`config.mk`:
```
export PLATFORM = sky130hd
export DESIGN_NAME = jpeg_header_dimension_probe_top
export DESIGN_NICKNAME = d
export VERILOG_FILES = /design/src/jhdp_pkg.sv /design/src/jhdp_in_reg.sv /design/src/jhdp_parser.sv /design/src/jhdp_out_reg.sv /design/src/jpeg_header_dimension_probe_top.sv
export SDC_FILE = /design/constraint.sdc
export NUM_CORES = 1
export LEC_CHECK = 0
export BUFFER_PORTS_ARGS = -buffer_cell sky130_fd_sc_hd__buf_2
export CAP_MARGIN = 20
export CORE_MARGIN = 1.5
export CORE_UTILIZATION = 50
export DETAILED_ROUTE_END_ITERATION = 10
export PLACE_DENSITY = 0.69
export SYNTH_ARGS = -nofsm -noshare
export SYNTH_HDL_FRONTEND = slang
export SYNTH_SLANG_ARGS = --single-unit
export TNS_END_PERCENT = 1
```
`constraint.sdc`:
```
create_clock -name clk -period 4.2 [get_ports clk]
set_input_delay 0.42 -clock clk [delete_from_list [all_inputs] [get_ports clk]]
set_output_delay 0.42 -clock clk [all_outputs]
set_load 0.05 [all_outputs]
```
`src/jhdp_pkg.sv`:
```
// ----------------------------------------------------------------------------
// jhdp_pkg
// types, marker codes and helpers for the jpeg header dimension probe
// ----------------------------------------------------------------------------
package jhdp_pkg;

	localparam logic [7:0] MK_FILL  = 8'hFF;
	localparam logic [7:0] MK_SOI   = 8'hD8;
	localparam logic [7:0] MK_TEM   = 8'h01;
	localparam logic [7:0] MK_RST0  = 8'hD0;
	localparam logic [7:0] MK_RST7  = 8'hD7;
	localparam logic [7:0] MK_EOI   = 8'hD9;
	localparam logic [7:0] MK_SOS   = 8'hDA;
	localparam logic [7:0] MK_SOF0  = 8'hC0;
	localparam logic [7:0] MK_SOF1  = 8'hC1;
	localparam logic [7:0] MK_SOF2  = 8'hC2;
	localparam logic [7:0] MK_SOF15 = 8'hCF;
	localparam logic [7:0] MK_DHT   = 8'hC4;
	localparam logic [7:0] MK_JPG   = 8'hC8;
	localparam logic [7:0] MK_DAC   = 8'hCC;

	localparam logic [1:0] ST_UNKNOWN  = 2'd0;
	localparam logic [1:0] ST_BASELINE = 2'd1;
	localparam logic [1:0] ST_UNSUPP   = 2'd2;

	typedef enum logic [9:0] {
		PH_IDLE = 10'b00_0000_0001,
		PH_SOI1 = 10'b00_0000_0010,
		PH_SOI2 = 10'b00_0000_0100,
		PH_MK0  = 10'b00_0000_1000,
		PH_MK1  = 10'b00_0001_0000,
		PH_LEN0 = 10'b00_0010_0000,
		PH_LEN1 = 10'b00_0100_0000,
		PH_SKIP = 10'b00_1000_0000,
		PH_SOF  = 10'b01_0000_0000,
		PH_DONE = 10'b10_0000_0000
	} phase_t;

	typedef struct packed {
		logic       end_of_data;
		logic       first_byte;
		logic [7:0] data_byte;
	} item_t;

	typedef struct packed {
		logic [15:0] image_height;
		logic [15:0] image_width;
		logic [1:0]  probe_status;
	} result_t;

	function automatic logic is_unsupp_sof(input logic [7:0] code);
		return (code >= MK_SOF2) && (code <= MK_SOF15) && (code != MK_DHT)
			&& (code != MK_JPG) && (code != MK_DAC);
	endfunction

endpackage

```
`src/jhdp_in_reg.sv`:
```
// ----------------------------------------------------------------------------
// jhdp_in_reg
// input register stage holding one accepted byte item
// ----------------------------------------------------------------------------
module jhdp_in_reg (
	input  logic            clk,
	input  logic            arst_n,
	input  logic            in_valid,
	output logic            in_ready,
	input  jhdp_pkg::item_t in_item,
	input  logic            advance,
	output logic            valid_s1,
	output jhdp_pkg::item_t item_s1
);

	assign in_ready = !valid_s1 || advance;

	always_ff @(posedge clk or negedge arst_n) begin
		if (!arst_n) begin
			valid_s1 <= 1'b0;
		end else if (in_ready) begin
			valid_s1 <= in_valid;
		end
	end

	always_ff @(posedge clk) begin
		if (in_ready && in_valid) begin
			item_s1 <= in_item;
		end
	end

endmodule

```
`src/jhdp_parser.sv`:
```
// ----------------------------------------------------------------------------
// jhdp_parser
// marker walk state and per-byte next-state and result logic
// ----------------------------------------------------------------------------
module jhdp_parser (
	input  logic              clk,
	input  logic              arst_n,
	input  jhdp_pkg::item_t   item_s1,
	input  logic              advance,
	output logic              res_valid,
	output jhdp_pkg::result_t res
);

	jhdp_pkg::phase_t phase_q, phase, phase_nxt;
	logic [7:0]       marker_q, marker_nxt;
	logic [7:0]       len_hi_q, len_hi_nxt;
	logic [15:0]      skip_q, skip_nxt;
	logic [2:0]       idx_q, idx_nxt;
	logic [15:0]      height_q, height_nxt;
	logic [7:0]       width_hi_q, width_hi_nxt;
	logic [7:0]       b;
	logic [15:0]      seg_len;

	assign b       = item_s1.data_byte;
	assign seg_len = {len_hi_q, b};

	always_comb begin
		phase        = item_s1.first_byte ? jhdp_pkg::PH_SOI1 : phase_q;
		phase_nxt    = phase;
		marker_nxt   = marker_q;
		len_hi_nxt   = len_hi_q;
		skip_nxt     = skip_q;
		idx_nxt      = idx_q;
		height_nxt   = height_q;
		width_hi_nxt = width_hi_q;
		res_valid    = 1'b0;
		res          = '0;
		res.probe_status = jhdp_pkg::ST_UNKNOWN;
		if (item_s1.end_of_data) begin
			if (phase != jhdp_pkg::PH_DONE) begin
				res_valid = 1'b1;
				phase_nxt = jhdp_pkg::PH_DONE;
			end
		end else begin
			unique case (phase)
				jhdp_pkg::PH_SOI1: begin
					if (b != jhdp_pkg::MK_FILL) begin
						res_valid = 1'b1;
						phase_nxt = jhdp_pkg::PH_DONE;
					end else begin
						phase_nxt = jhdp_pkg::PH_SOI2;
					end
				end
				jhdp_pkg::PH_SOI2: begin
					if (b != jhdp_pkg::MK_SOI) begin
						res_valid = 1'b1;
						phase_nxt = jhdp_pkg::PH_DONE;
					end else begin
						phase_nxt = jhdp_pkg::PH_MK0;
					end
				end
				jhdp_pkg::PH_MK0: begin
					if (b != jhdp_pkg::MK_FILL) begin
						res_valid = 1'b1;
						phase_nxt = jhdp_pkg::PH_DONE;
					end else begin
						phase_nxt = jhdp_pkg::PH_MK1;
					end
				end
				jhdp_pkg::PH_MK1: begin
					if (b == jhdp_pkg::MK_FILL) begin
						phase_nxt = jhdp_pkg::PH_MK1;
					end else if (b == jhdp_pkg::MK_TEM
						|| (b >= jhdp_pkg::MK_RST0 && b <= jhdp_pkg::MK_RST7)) begin
						phase_nxt = jhdp_pkg::PH_MK0;
					end else if (b == jhdp_pkg::MK_EOI || b == jhdp_pkg::MK_SOS) begin
						res_valid = 1'b1;
						phase_nxt = jhdp_pkg::PH_DONE;
					end else begin
						marker_nxt = b;
						phase_nxt  = jhdp_pkg::PH_LEN0;
					end
				end
				jhdp_pkg::PH_LEN0: begin
					len_hi_nxt = b;
					phase_nxt  = jhdp_pkg::PH_LEN1;
				end
				jhdp_pkg::PH_LEN1: begin
					if (marker_q == jhdp_pkg::MK_SOF0 || marker_q == jhdp_pkg::MK_SOF1) begin
						idx_nxt   = '0;
						phase_nxt = jhdp_pkg::PH_SOF;
					end else if (jhdp_pkg::is_unsupp_sof(marker_q)) begin
						res_valid        = 1'b1;
						res.probe_status = jhdp_pkg::ST_UNSUPP;
						phase_nxt        = jhdp_pkg::PH_DONE;
					end else if (seg_len < 16'd2) begin
						res_valid = 1'b1;
						phase_nxt = jhdp_pkg::PH_DONE;
					end else begin
						skip_nxt  = seg_len - 16'd2;
						phase_nxt = (seg_len == 16'd2) ? jhdp_pkg::PH_MK0 : jhdp_pkg::PH_SKIP;
					end
				end
				jhdp_pkg::PH_SKIP: begin
					skip_nxt = skip_q - 16'd1;
					if (skip_q == 16'd1) begin
						phase_nxt = jhdp_pkg::PH_MK0;
					end
				end
				jhdp_pkg::PH_SOF: begin
					idx_nxt = idx_q + 3'd1;
					case (idx_q)
						3'd1: height_nxt   = {b, 8'h00};
						3'd2: height_nxt   = {height_q[15:8], b};
						3'd3: width_hi_nxt = b;
						3'd0: ;
						default: begin
							res_valid        = 1'b1;
							res.probe_status = jhdp_pkg::ST_BASELINE;
							res.image_width  = {width_hi_q, b};
							res.image_height = height_q;
							phase_nxt        = jhdp_pkg::PH_DONE;
						end
					endcase
				end
				jhdp_pkg::PH_IDLE, jhdp_pkg::PH_DONE: ;
				default: phase_nxt = jhdp_pkg::PH_IDLE;
			endcase
		end
	end

	always_ff @(posedge clk or negedge arst_n) begin
		if (!arst_n) begin
			phase_q    <= jhdp_pkg::PH_IDLE;
			marker_q   <= '0;
			len_hi_q   <= '0;
			skip_q     <= '0;
			idx_q      <= '0;
			height_q   <= '0;
			width_hi_q <= '0;
		end else if (advance) begin
			phase_q    <= phase_nxt;
			marker_q   <= marker_nxt;
			len_hi_q   <= len_hi_nxt;
			skip_q     <= skip_nxt;
			idx_q      <= idx_nxt;
			height_q   <= height_nxt;
			width_hi_q <= width_hi_nxt;
		end
	end

endmodule

```
`src/jhdp_out_reg.sv`:
```
// ----------------------------------------------------------------------------
// jhdp_out_reg
// result register facing the output stream
// ----------------------------------------------------------------------------
module jhdp_out_reg (
	input  logic              clk,
	input  logic              arst_n,
	input  logic              load,
	input  jhdp_pkg::result_t res,
	output logic              slot_free,
	output logic              out_valid,
	input  logic              out_ready,
	output jhdp_pkg::result_t res_q
);

	assign slot_free = !out_valid || out_ready;

	always_ff @(posedge clk or negedge arst_n) begin
		if (!arst_n) begin
			out_valid <= 1'b0;
		end else if (slot_free) begin
			out_valid <= load;
		end
	end

	always_ff @(posedge clk) begin
		if (slot_free && load) begin
			res_q <= res;
		end
	end

endmodule

```
`src/jpeg_header_dimension_probe_top.sv`:
```
// ----------------------------------------------------------------------------
// jpeg_header_dimension_probe_top
// walks jpeg markers and reports the frame type and dimensions
// ----------------------------------------------------------------------------
// input stream: one file byte per item, tuser marks the first byte and end of data
// a file starts with an item whose first_byte flag is set; end_of_data closes
// it and carries no byte
// output stream: one result per file (status, width, height), width and
// height are zero unless the status is baseline
// throughput: one input item per cycle unless a result is held by a stalled receiver,
// set by the marker state update between the input register and the result register
// path: the deciding byte passes the input register, the parser and the result register
// reset: clears both registers and puts the parser back to waiting for a file
// while the receiver stalls, the result is held; bytes that give no result
// keep flowing, and the input register holds one item that would give a
// second result until the first is taken
// ----------------------------------------------------------------------------
module jpeg_header_dimension_probe_top (
	input  logic        clk,
	input  logic        arst_n,
	input  logic        s_axis_tvalid,
	output logic        s_axis_tready,
	input  logic [7:0]  s_axis_tdata,   // data_byte
	input  logic [1:0]  s_axis_tuser,   // first_byte, end_of_data
	output logic        m_axis_tvalid,
	input  logic        m_axis_tready,
	output logic [39:0] m_axis_tdata    // probe_status, image_width, image_height
);

	jhdp_pkg::item_t   in_item;
	jhdp_pkg::item_t   item_s1;
	jhdp_pkg::result_t res;
	jhdp_pkg::result_t res_q;
	logic              valid_s1;
	logic              advance;
	logic              res_valid;
	logic              slot_free;

	assign in_item.data_byte   = s_axis_tdata;
	assign in_item.first_byte  = s_axis_tuser[0];
	assign in_item.end_of_data = s_axis_tuser[1];

	assign advance = valid_s1 && (!res_valid || slot_free);

	jhdp_in_reg u_in_reg (
		.clk      (clk),
		.arst_n   (arst_n),
		.in_valid (s_axis_tvalid),
		.in_ready (s_axis_tready),
		.in_item  (in_item),
		.advance  (advance),
		.valid_s1 (valid_s1),
		.item_s1  (item_s1)
	);

	jhdp_parser u_parser (
		.clk       (clk),
		.arst_n    (arst_n),
		.item_s1   (item_s1),
		.advance   (advance),
		.res_valid (res_valid),
		.res       (res)
	);

	jhdp_out_reg u_out_reg (
		.clk       (clk),
		.arst_n    (arst_n),
		.load      (advance && res_valid),
		.res       (res),
		.slot_free (slot_free),
		.out_valid (m_axis_tvalid),
		.out_ready (m_axis_tready),
		.res_q     (res_q)
	);

	assign m_axis_tdata = {6'b0, res_q};

endmodule

```
[After elaboration in Yosys (flattened, before gate mapping)]
Index checks and enable logic that the tools add are counted.
Storage, ports and cells
  register bits after elaboration: 115
  output and inout port bits: 42
Operators by class
  add/subtract/negate cells: 3
  $lt $le $gt $ge: 5
  eq/ne operators: 31
  muxes and demuxes: 39
  bitwise gates (word level): 6
  reductions and logical operators: 33
Operators with widths (number)
  $mux W10: 14
  $pmux W10 S9: 1
  $pmux W16 S2: 2
  $mux W16: 3
  $eq A8 B8 Y1 const B: 5
  $ne A8 B8 Y1 const B: 5
  $eq A16 B1 Y1 const B: 1
  $eq A16 B2 Y1 const B: 1
  $ge A8 B8 Y1 const B: 2
  $le A8 B8 Y1 const B: 2
  $lt A16 B2 Y1 const B: 1
  $sub A16 B1 Y16 const B: 1
  $sub A16 B2 Y16 const B: 1
  $mux W1: 12
  $reduce_and A4 Y1: 3
  $reduce_and A6 Y1: 2
  $eq A10 B1 Y1 const B: 1
  $eq A10 B10 Y1 const B: 1
  $eq A10 B2 Y1 const B: 1
  $eq A10 B3 Y1 const B: 1
  $eq A10 B4 Y1 const B: 1
  $eq A10 B5 Y1 const B: 1
  $eq A10 B6 Y1 const B: 1
  $eq A10 B7 Y1 const B: 1
  26 further kinds: 53

[Longest topological paths before layout]
  word-level depth: 14
  mapped depth: 10
  gate-level depth less buffers: 8

[Modules after synthesis]
From an unflattened synthesis, not the netlist that was laid out.
Unflattened totals
  cell total of the unflattened synthesis: 535
  area, all modules: 5893.2 um^2
By module, submodules not included
  jhdp_parser: instances 1, cells an instance 473, area each 4396.7 um^2, seq. area each 1727.9 um^2
  jhdp_out_reg: instances 1, cells an instance 38, area each 1074.8 um^2, seq. area each 1046.0 um^2
  jhdp_in_reg: instances 1, cells an instance 14, area each 354.1 um^2, seq. area each 325.3 um^2
  jpeg_header_dimension_probe_top: instances 1, cells an instance 10, area each 67.6 um^2, seq. area each 0.0 um^2

[Least setup slack after synthesis]
No wires, ideal clock.
  path kind: reg2reg
  from: reg, netlist name u_in_reg.item_s1[1]
  to: reg, netlist name u_out_reg.res_q[0]
  arrival time: 2.994 ns
  required time: 3.806 ns
  path slack: 0.811 ns
  cell stages (with the launch flop): 10
  path buffers: 2
  period minus slack after synthesis: 3.389 ns
  cell sequence: edfxtp_1 clkbuf_1 or2_2 nor4_1 o22ai_1 a211o_1 o31a_4 a21boi_2 buf_6 and2_1
Between the ends
  word-level cells in the longest chain between the ends: 12
RTL lines
  branches (longest 5 deep; another with $lt A16 B2 Y1)
  $pmux W1 S5 (*): RTL line jhdp_parser.sv:45  | unique case (phase)
  $mux W1 (*): RTL line jhdp_parser.sv:39  | if (item_s1.end_of_data) begin
  $logic_not A1 Y1: RTL line jpeg_header_dimension_probe_top.sv:43  | assign advance = valid_s1 && (!res_valid || slot_free);
  $logic_or A1 B1 Y1: RTL line jpeg_header_dimension_probe_top.sv:43
  $logic_and A1 B1 Y1: RTL line jpeg_header_dimension_probe_top.sv:43
  $logic_and A1 B1 Y1 (*): RTL line jpeg_header_dimension_probe_top.sv:68  | .load (advance && res_valid),
  $logic_and A1 B1 Y1 (*): RTL line jhdp_out_reg.sv:27  | if (slot_free && load) begin
Every way passes the cells marked *.
A chain may end at the register's enable or synchronous reset.

[Final worst setup path]
  from: reg, netlist name u_in_reg.item_s1[5]
  to: out s_axis_tready
Between the ends
  word-level cells in the longest chain between the ends: 11
RTL lines
  branches (longest 5 deep; another with $lt A16 B2 Y1)
  $pmux W1 S5 (*): RTL line jhdp_parser.sv:45
  $mux W1 (*): RTL line jhdp_parser.sv:39
  $logic_not A1 Y1 (*): RTL line jpeg_header_dimension_probe_top.sv:43
  $logic_or A1 B1 Y1 (*): RTL line jpeg_header_dimension_probe_top.sv:43
  $logic_and A1 B1 Y1 (*): RTL line jpeg_header_dimension_probe_top.sv:43
  $logic_or A1 B1 Y1 (*): RTL line jhdp_in_reg.sv:16  | assign in_ready = !valid_s1 || advance;
  end: declaration: RTL line jpeg_header_dimension_probe_top.sv:22  | output logic s_axis_tready,
Marked as above.

==> impl_metrics.ini <==
[yosys]
synth_top_area_share = 0.3063
synth_edf_count = 44
yosys.cell_types.count = 59
yosys.area.top_type = dfrtp_1
synth_ff_type = dfrtp_1
syn_inst = 531
async_flop_share = 0.6174
syn_area_per_cell_um2 = 10.77
syn_area_mm2 = 0.005719
synth_area_leaders = dfrtp_1 31%, edfxtp_1 23%, mux2_2 4.1%, and2_1 3.9%, nand2_1 3.0%
ys_ff_latch = 115
yosysWarnings = 0
yosysSeqAreaShare = 0.5419

[setup_path]
crit_fanout = 15
critPathBufInv = 1
critical_path.top_delay_family = simple AND/OR/NAND/NOR gates
crit_type = reg2out
crit_chain = nor4_1 > nand3_1 > nor2_1 > o211a_1 > o31a_4 > nand3_1 > buf_2
startpoint_type = register
cp.arrival_ns = 2.91
crit_slowest_cell = edfxtp_1
end_kind = primary output
cp_slowest_stage_delay_ns = 0.62
required_ns = 3.78
path_common_cell = nand3_1

[sta]
layout_setup_ws_ns = 0.8659
slew_violations = 0
fmax_mhz = 299.9
relSlewSlack = 0.5304
rsz0062_at_grt = false
fin_skew_ns = 0.007446
tns_ns = 0
setup-violations-final = 0
min_period_ns = 3.334
tightest_slew_ns = 0.6990
final_hold_viol_count = 0
finalCritPeriodShare = 0.7938

[final_layout]
n_antenna_cell = 0
areaGrowthSynthToFinish_pct = 16.19
final_cell_mix = 70 x dfrtp_1, 49 x buf_2, 46 x nand2_1
final_cell_area_mm2 = 0.006645
fin_cells = 734
drive_above_1_share = 0.2138
final_common_cell = dfrtp_1
fill_cells = 909
nNetsFinal = 603

[clock_tree]
cts_tree = built
cts_resized = 0
worstSkewPairLatency_ns = 0.41
clock_path_buffers = 2
htreeDepth = 4
clock_sinks = 115
cts_setup_buffers = 0
clockRootBuffer = clkbuf_16
clk_pin_slew_ns = 0.05
numCtsBuffers = 17

[die]
fp.dieArea_mm2 = 0.01209
die_width_um = 110.0
die_y_um = 110.0
core_mm2 = 0.01098
ioPinCount = 56
start_util = 0.5207
num_rows = 38

[detailed_routing]
totalWireLength_mm = 12.71
drtAntennaViolNets = 0
vias = 4266
drtPass1Iterations = 5
viasPerCell = 5.812
wl_per_cell_um = 17.31
route.detailed.drc = 0
drt_iter0_drc = 434

[placement]
post-dp-hpwl_mm = 8.737
place_ws_ns = 1.143
placedCellCount = 699
globalplace.congestion = 0.8793
placed_area_mm2 = 0.006071
port-buffer-count = 49

[power_and_ir_drop]
p_int_w = 0.002119
p_sw_frac = 0.2713
clkPwrFrac = 0.443
p_per_area_mw_per_mm2 = 437.6
ir_drop_v = 0.0002259
p_switching_w = 0.0007891
combPwrFrac = 0.117
leakagePower_nw = 2.827
seq_power_share = 0.439

[flow_run]
drv_cap = 0

[global_route]
antenna_found_initial = 0
grt_pass1_vias = 3989
grt_pass1_wl_mm = 20.26
globalRoute.totalOverflow = 0
grt_max_degree = 45
grt_usage = 0.2270

[min_path]
hold_class = in2reg

[status]
status = complete, no violations
-- per-layer routing --
| layer | track usage | part of all wire | vias to the layer above |
|---|---|---|---|
| met4 | 0.09276 | 0.020 | 0 |
| met3 | 0.05750 | 0.052 | 20 |
| met1 | 0.2917 | 0.44 | 2092 |
| met2 | 0.3665 | 0.48 | 140 |
| li1 | - | - | 2014 |
| met5 | 0 | 0 | - |
-- cells by family after synthesis --
logic type	count (synthesis)	synth area share
adder cells (fa/ha/maj)	8	0.01750
multiplexers	27	0.05710
XOR/XNOR	16	0.02450
flip-flops	115	0.5419
buffers and inverters	59	0.04463
other	1	0.0006557
AO/OA/AOI/OAI	105	0.1278
AND/OR/NAND/NOR	200	0.1860
-- cell usage after synthesis, types with 11 or more instances --
cell type / count
dfrtp_1: 70
nand2_1: 46
edfxtp_1: 44
and2_1: 36
nor2_1: 32
o21ai_0: 28
clkbuf_1: 25
inv_1: 23
a21oi_1: 21
mux2_2: 21
nor3_1: 16
nand3_1: 15
o22a_1: 12
a32oi_1: 11
-- flip-flops by register name (all words and copies together) (netlist names) --
| register | count |
|---|---|
| u_in_reg.item_s1 | 10 |
| u_in_reg.valid_s1 | 1 |
| u_out_reg.out_valid | 1 |
| u_out_reg.res_q | 34 |
| u_parser.height_q | 16 |
| u_parser.idx_q | 3 |
| u_parser.len_hi_q | 8 |
| u_parser.marker_q | 8 |
| u_parser.phase_q | 10 |
| u_parser.skip_q | 16 |
| u_parser.width_hi_q | 8 |
-- metrics by stage --
stage                       util  power, W  hold slack, ns
after floorplan                -  0.001541          0.1244
after CTS                 0.6009  0.002919          0.1704
after global placement    0.5527  0.001627          0.4550
final                     0.6050  0.002908          0.1821
after global routing      0.6050  0.003007          0.1643
after detailed placement  0.5527  0.001632          0.4616
-- timing repair --
| action | 4_1_cts | 5_1_grt |
|---|---|---|
| hold buffers | 0 | 1 |
| endpoints found under the hold margin | 0 | 2 |
| endpoints found under the setup margin | 0 | 0 |
-- area by class of cell --
type                       count  area [um2]  share of cell area
multi-input combinational    362        2390              0.3596
inverter                      23       86.33             0.01299
tap                          140       175.2             0.02636
sequential                   115        3099              0.4664
clock buffer                  20       436.7             0.06571
clock inverter                12       92.59             0.01393
timing repair buffer          62       365.4             0.05498
-- power by group through the flow --
stage	logic, W	registers [W]	clock network [W]
2_1_floorplan	0.000149	0.00139	0
3_3_place_gp	0.000333	0.00129	0
3_5_place_dp	0.000335	0.00130	0
4_1_cts	0.000337	0.00128	0.00131
5_1_grt	0.000365	0.00128	0.00136
6_report	0.000341	0.00128	0.00129
-- worst reg2reg max path: stages, from the launching register on --
cell and delay (ns):
edfxtp_1 0.73, nand4_1 0.26, nor4_1 0.37, o22ai_1 0.16, a211o_1 0.30, o31a_4 0.32
a21boi_2 0.17, and2_1 0.14, buf_4 0.38
-- final timing paths --
kind / start / end / slack, ns / cells after the start
max in group asynchronous: arst_n / u_parser.skip_q[5] / 2.97 / 4
min in group asynchronous: arst_n / u_parser.phase_q[6] / 0.35 / 2
worst max-delay path: u_in_reg.item_s1[5] / s_axis_tready / 0.87 / 7
worst max register to register: u_in_reg.item_s1[3] / u_out_reg.res_q[11] / 1.02 / 8
worst min-delay path: s_axis_tdata[3] / u_in_reg.item_s1[3] / 0.18 / 1
worst min register to register: u_parser.height_q[12] / u_parser.height_q[12] / 0.47 / 2
No activity file was read; power rests on OpenSTA's default activity.
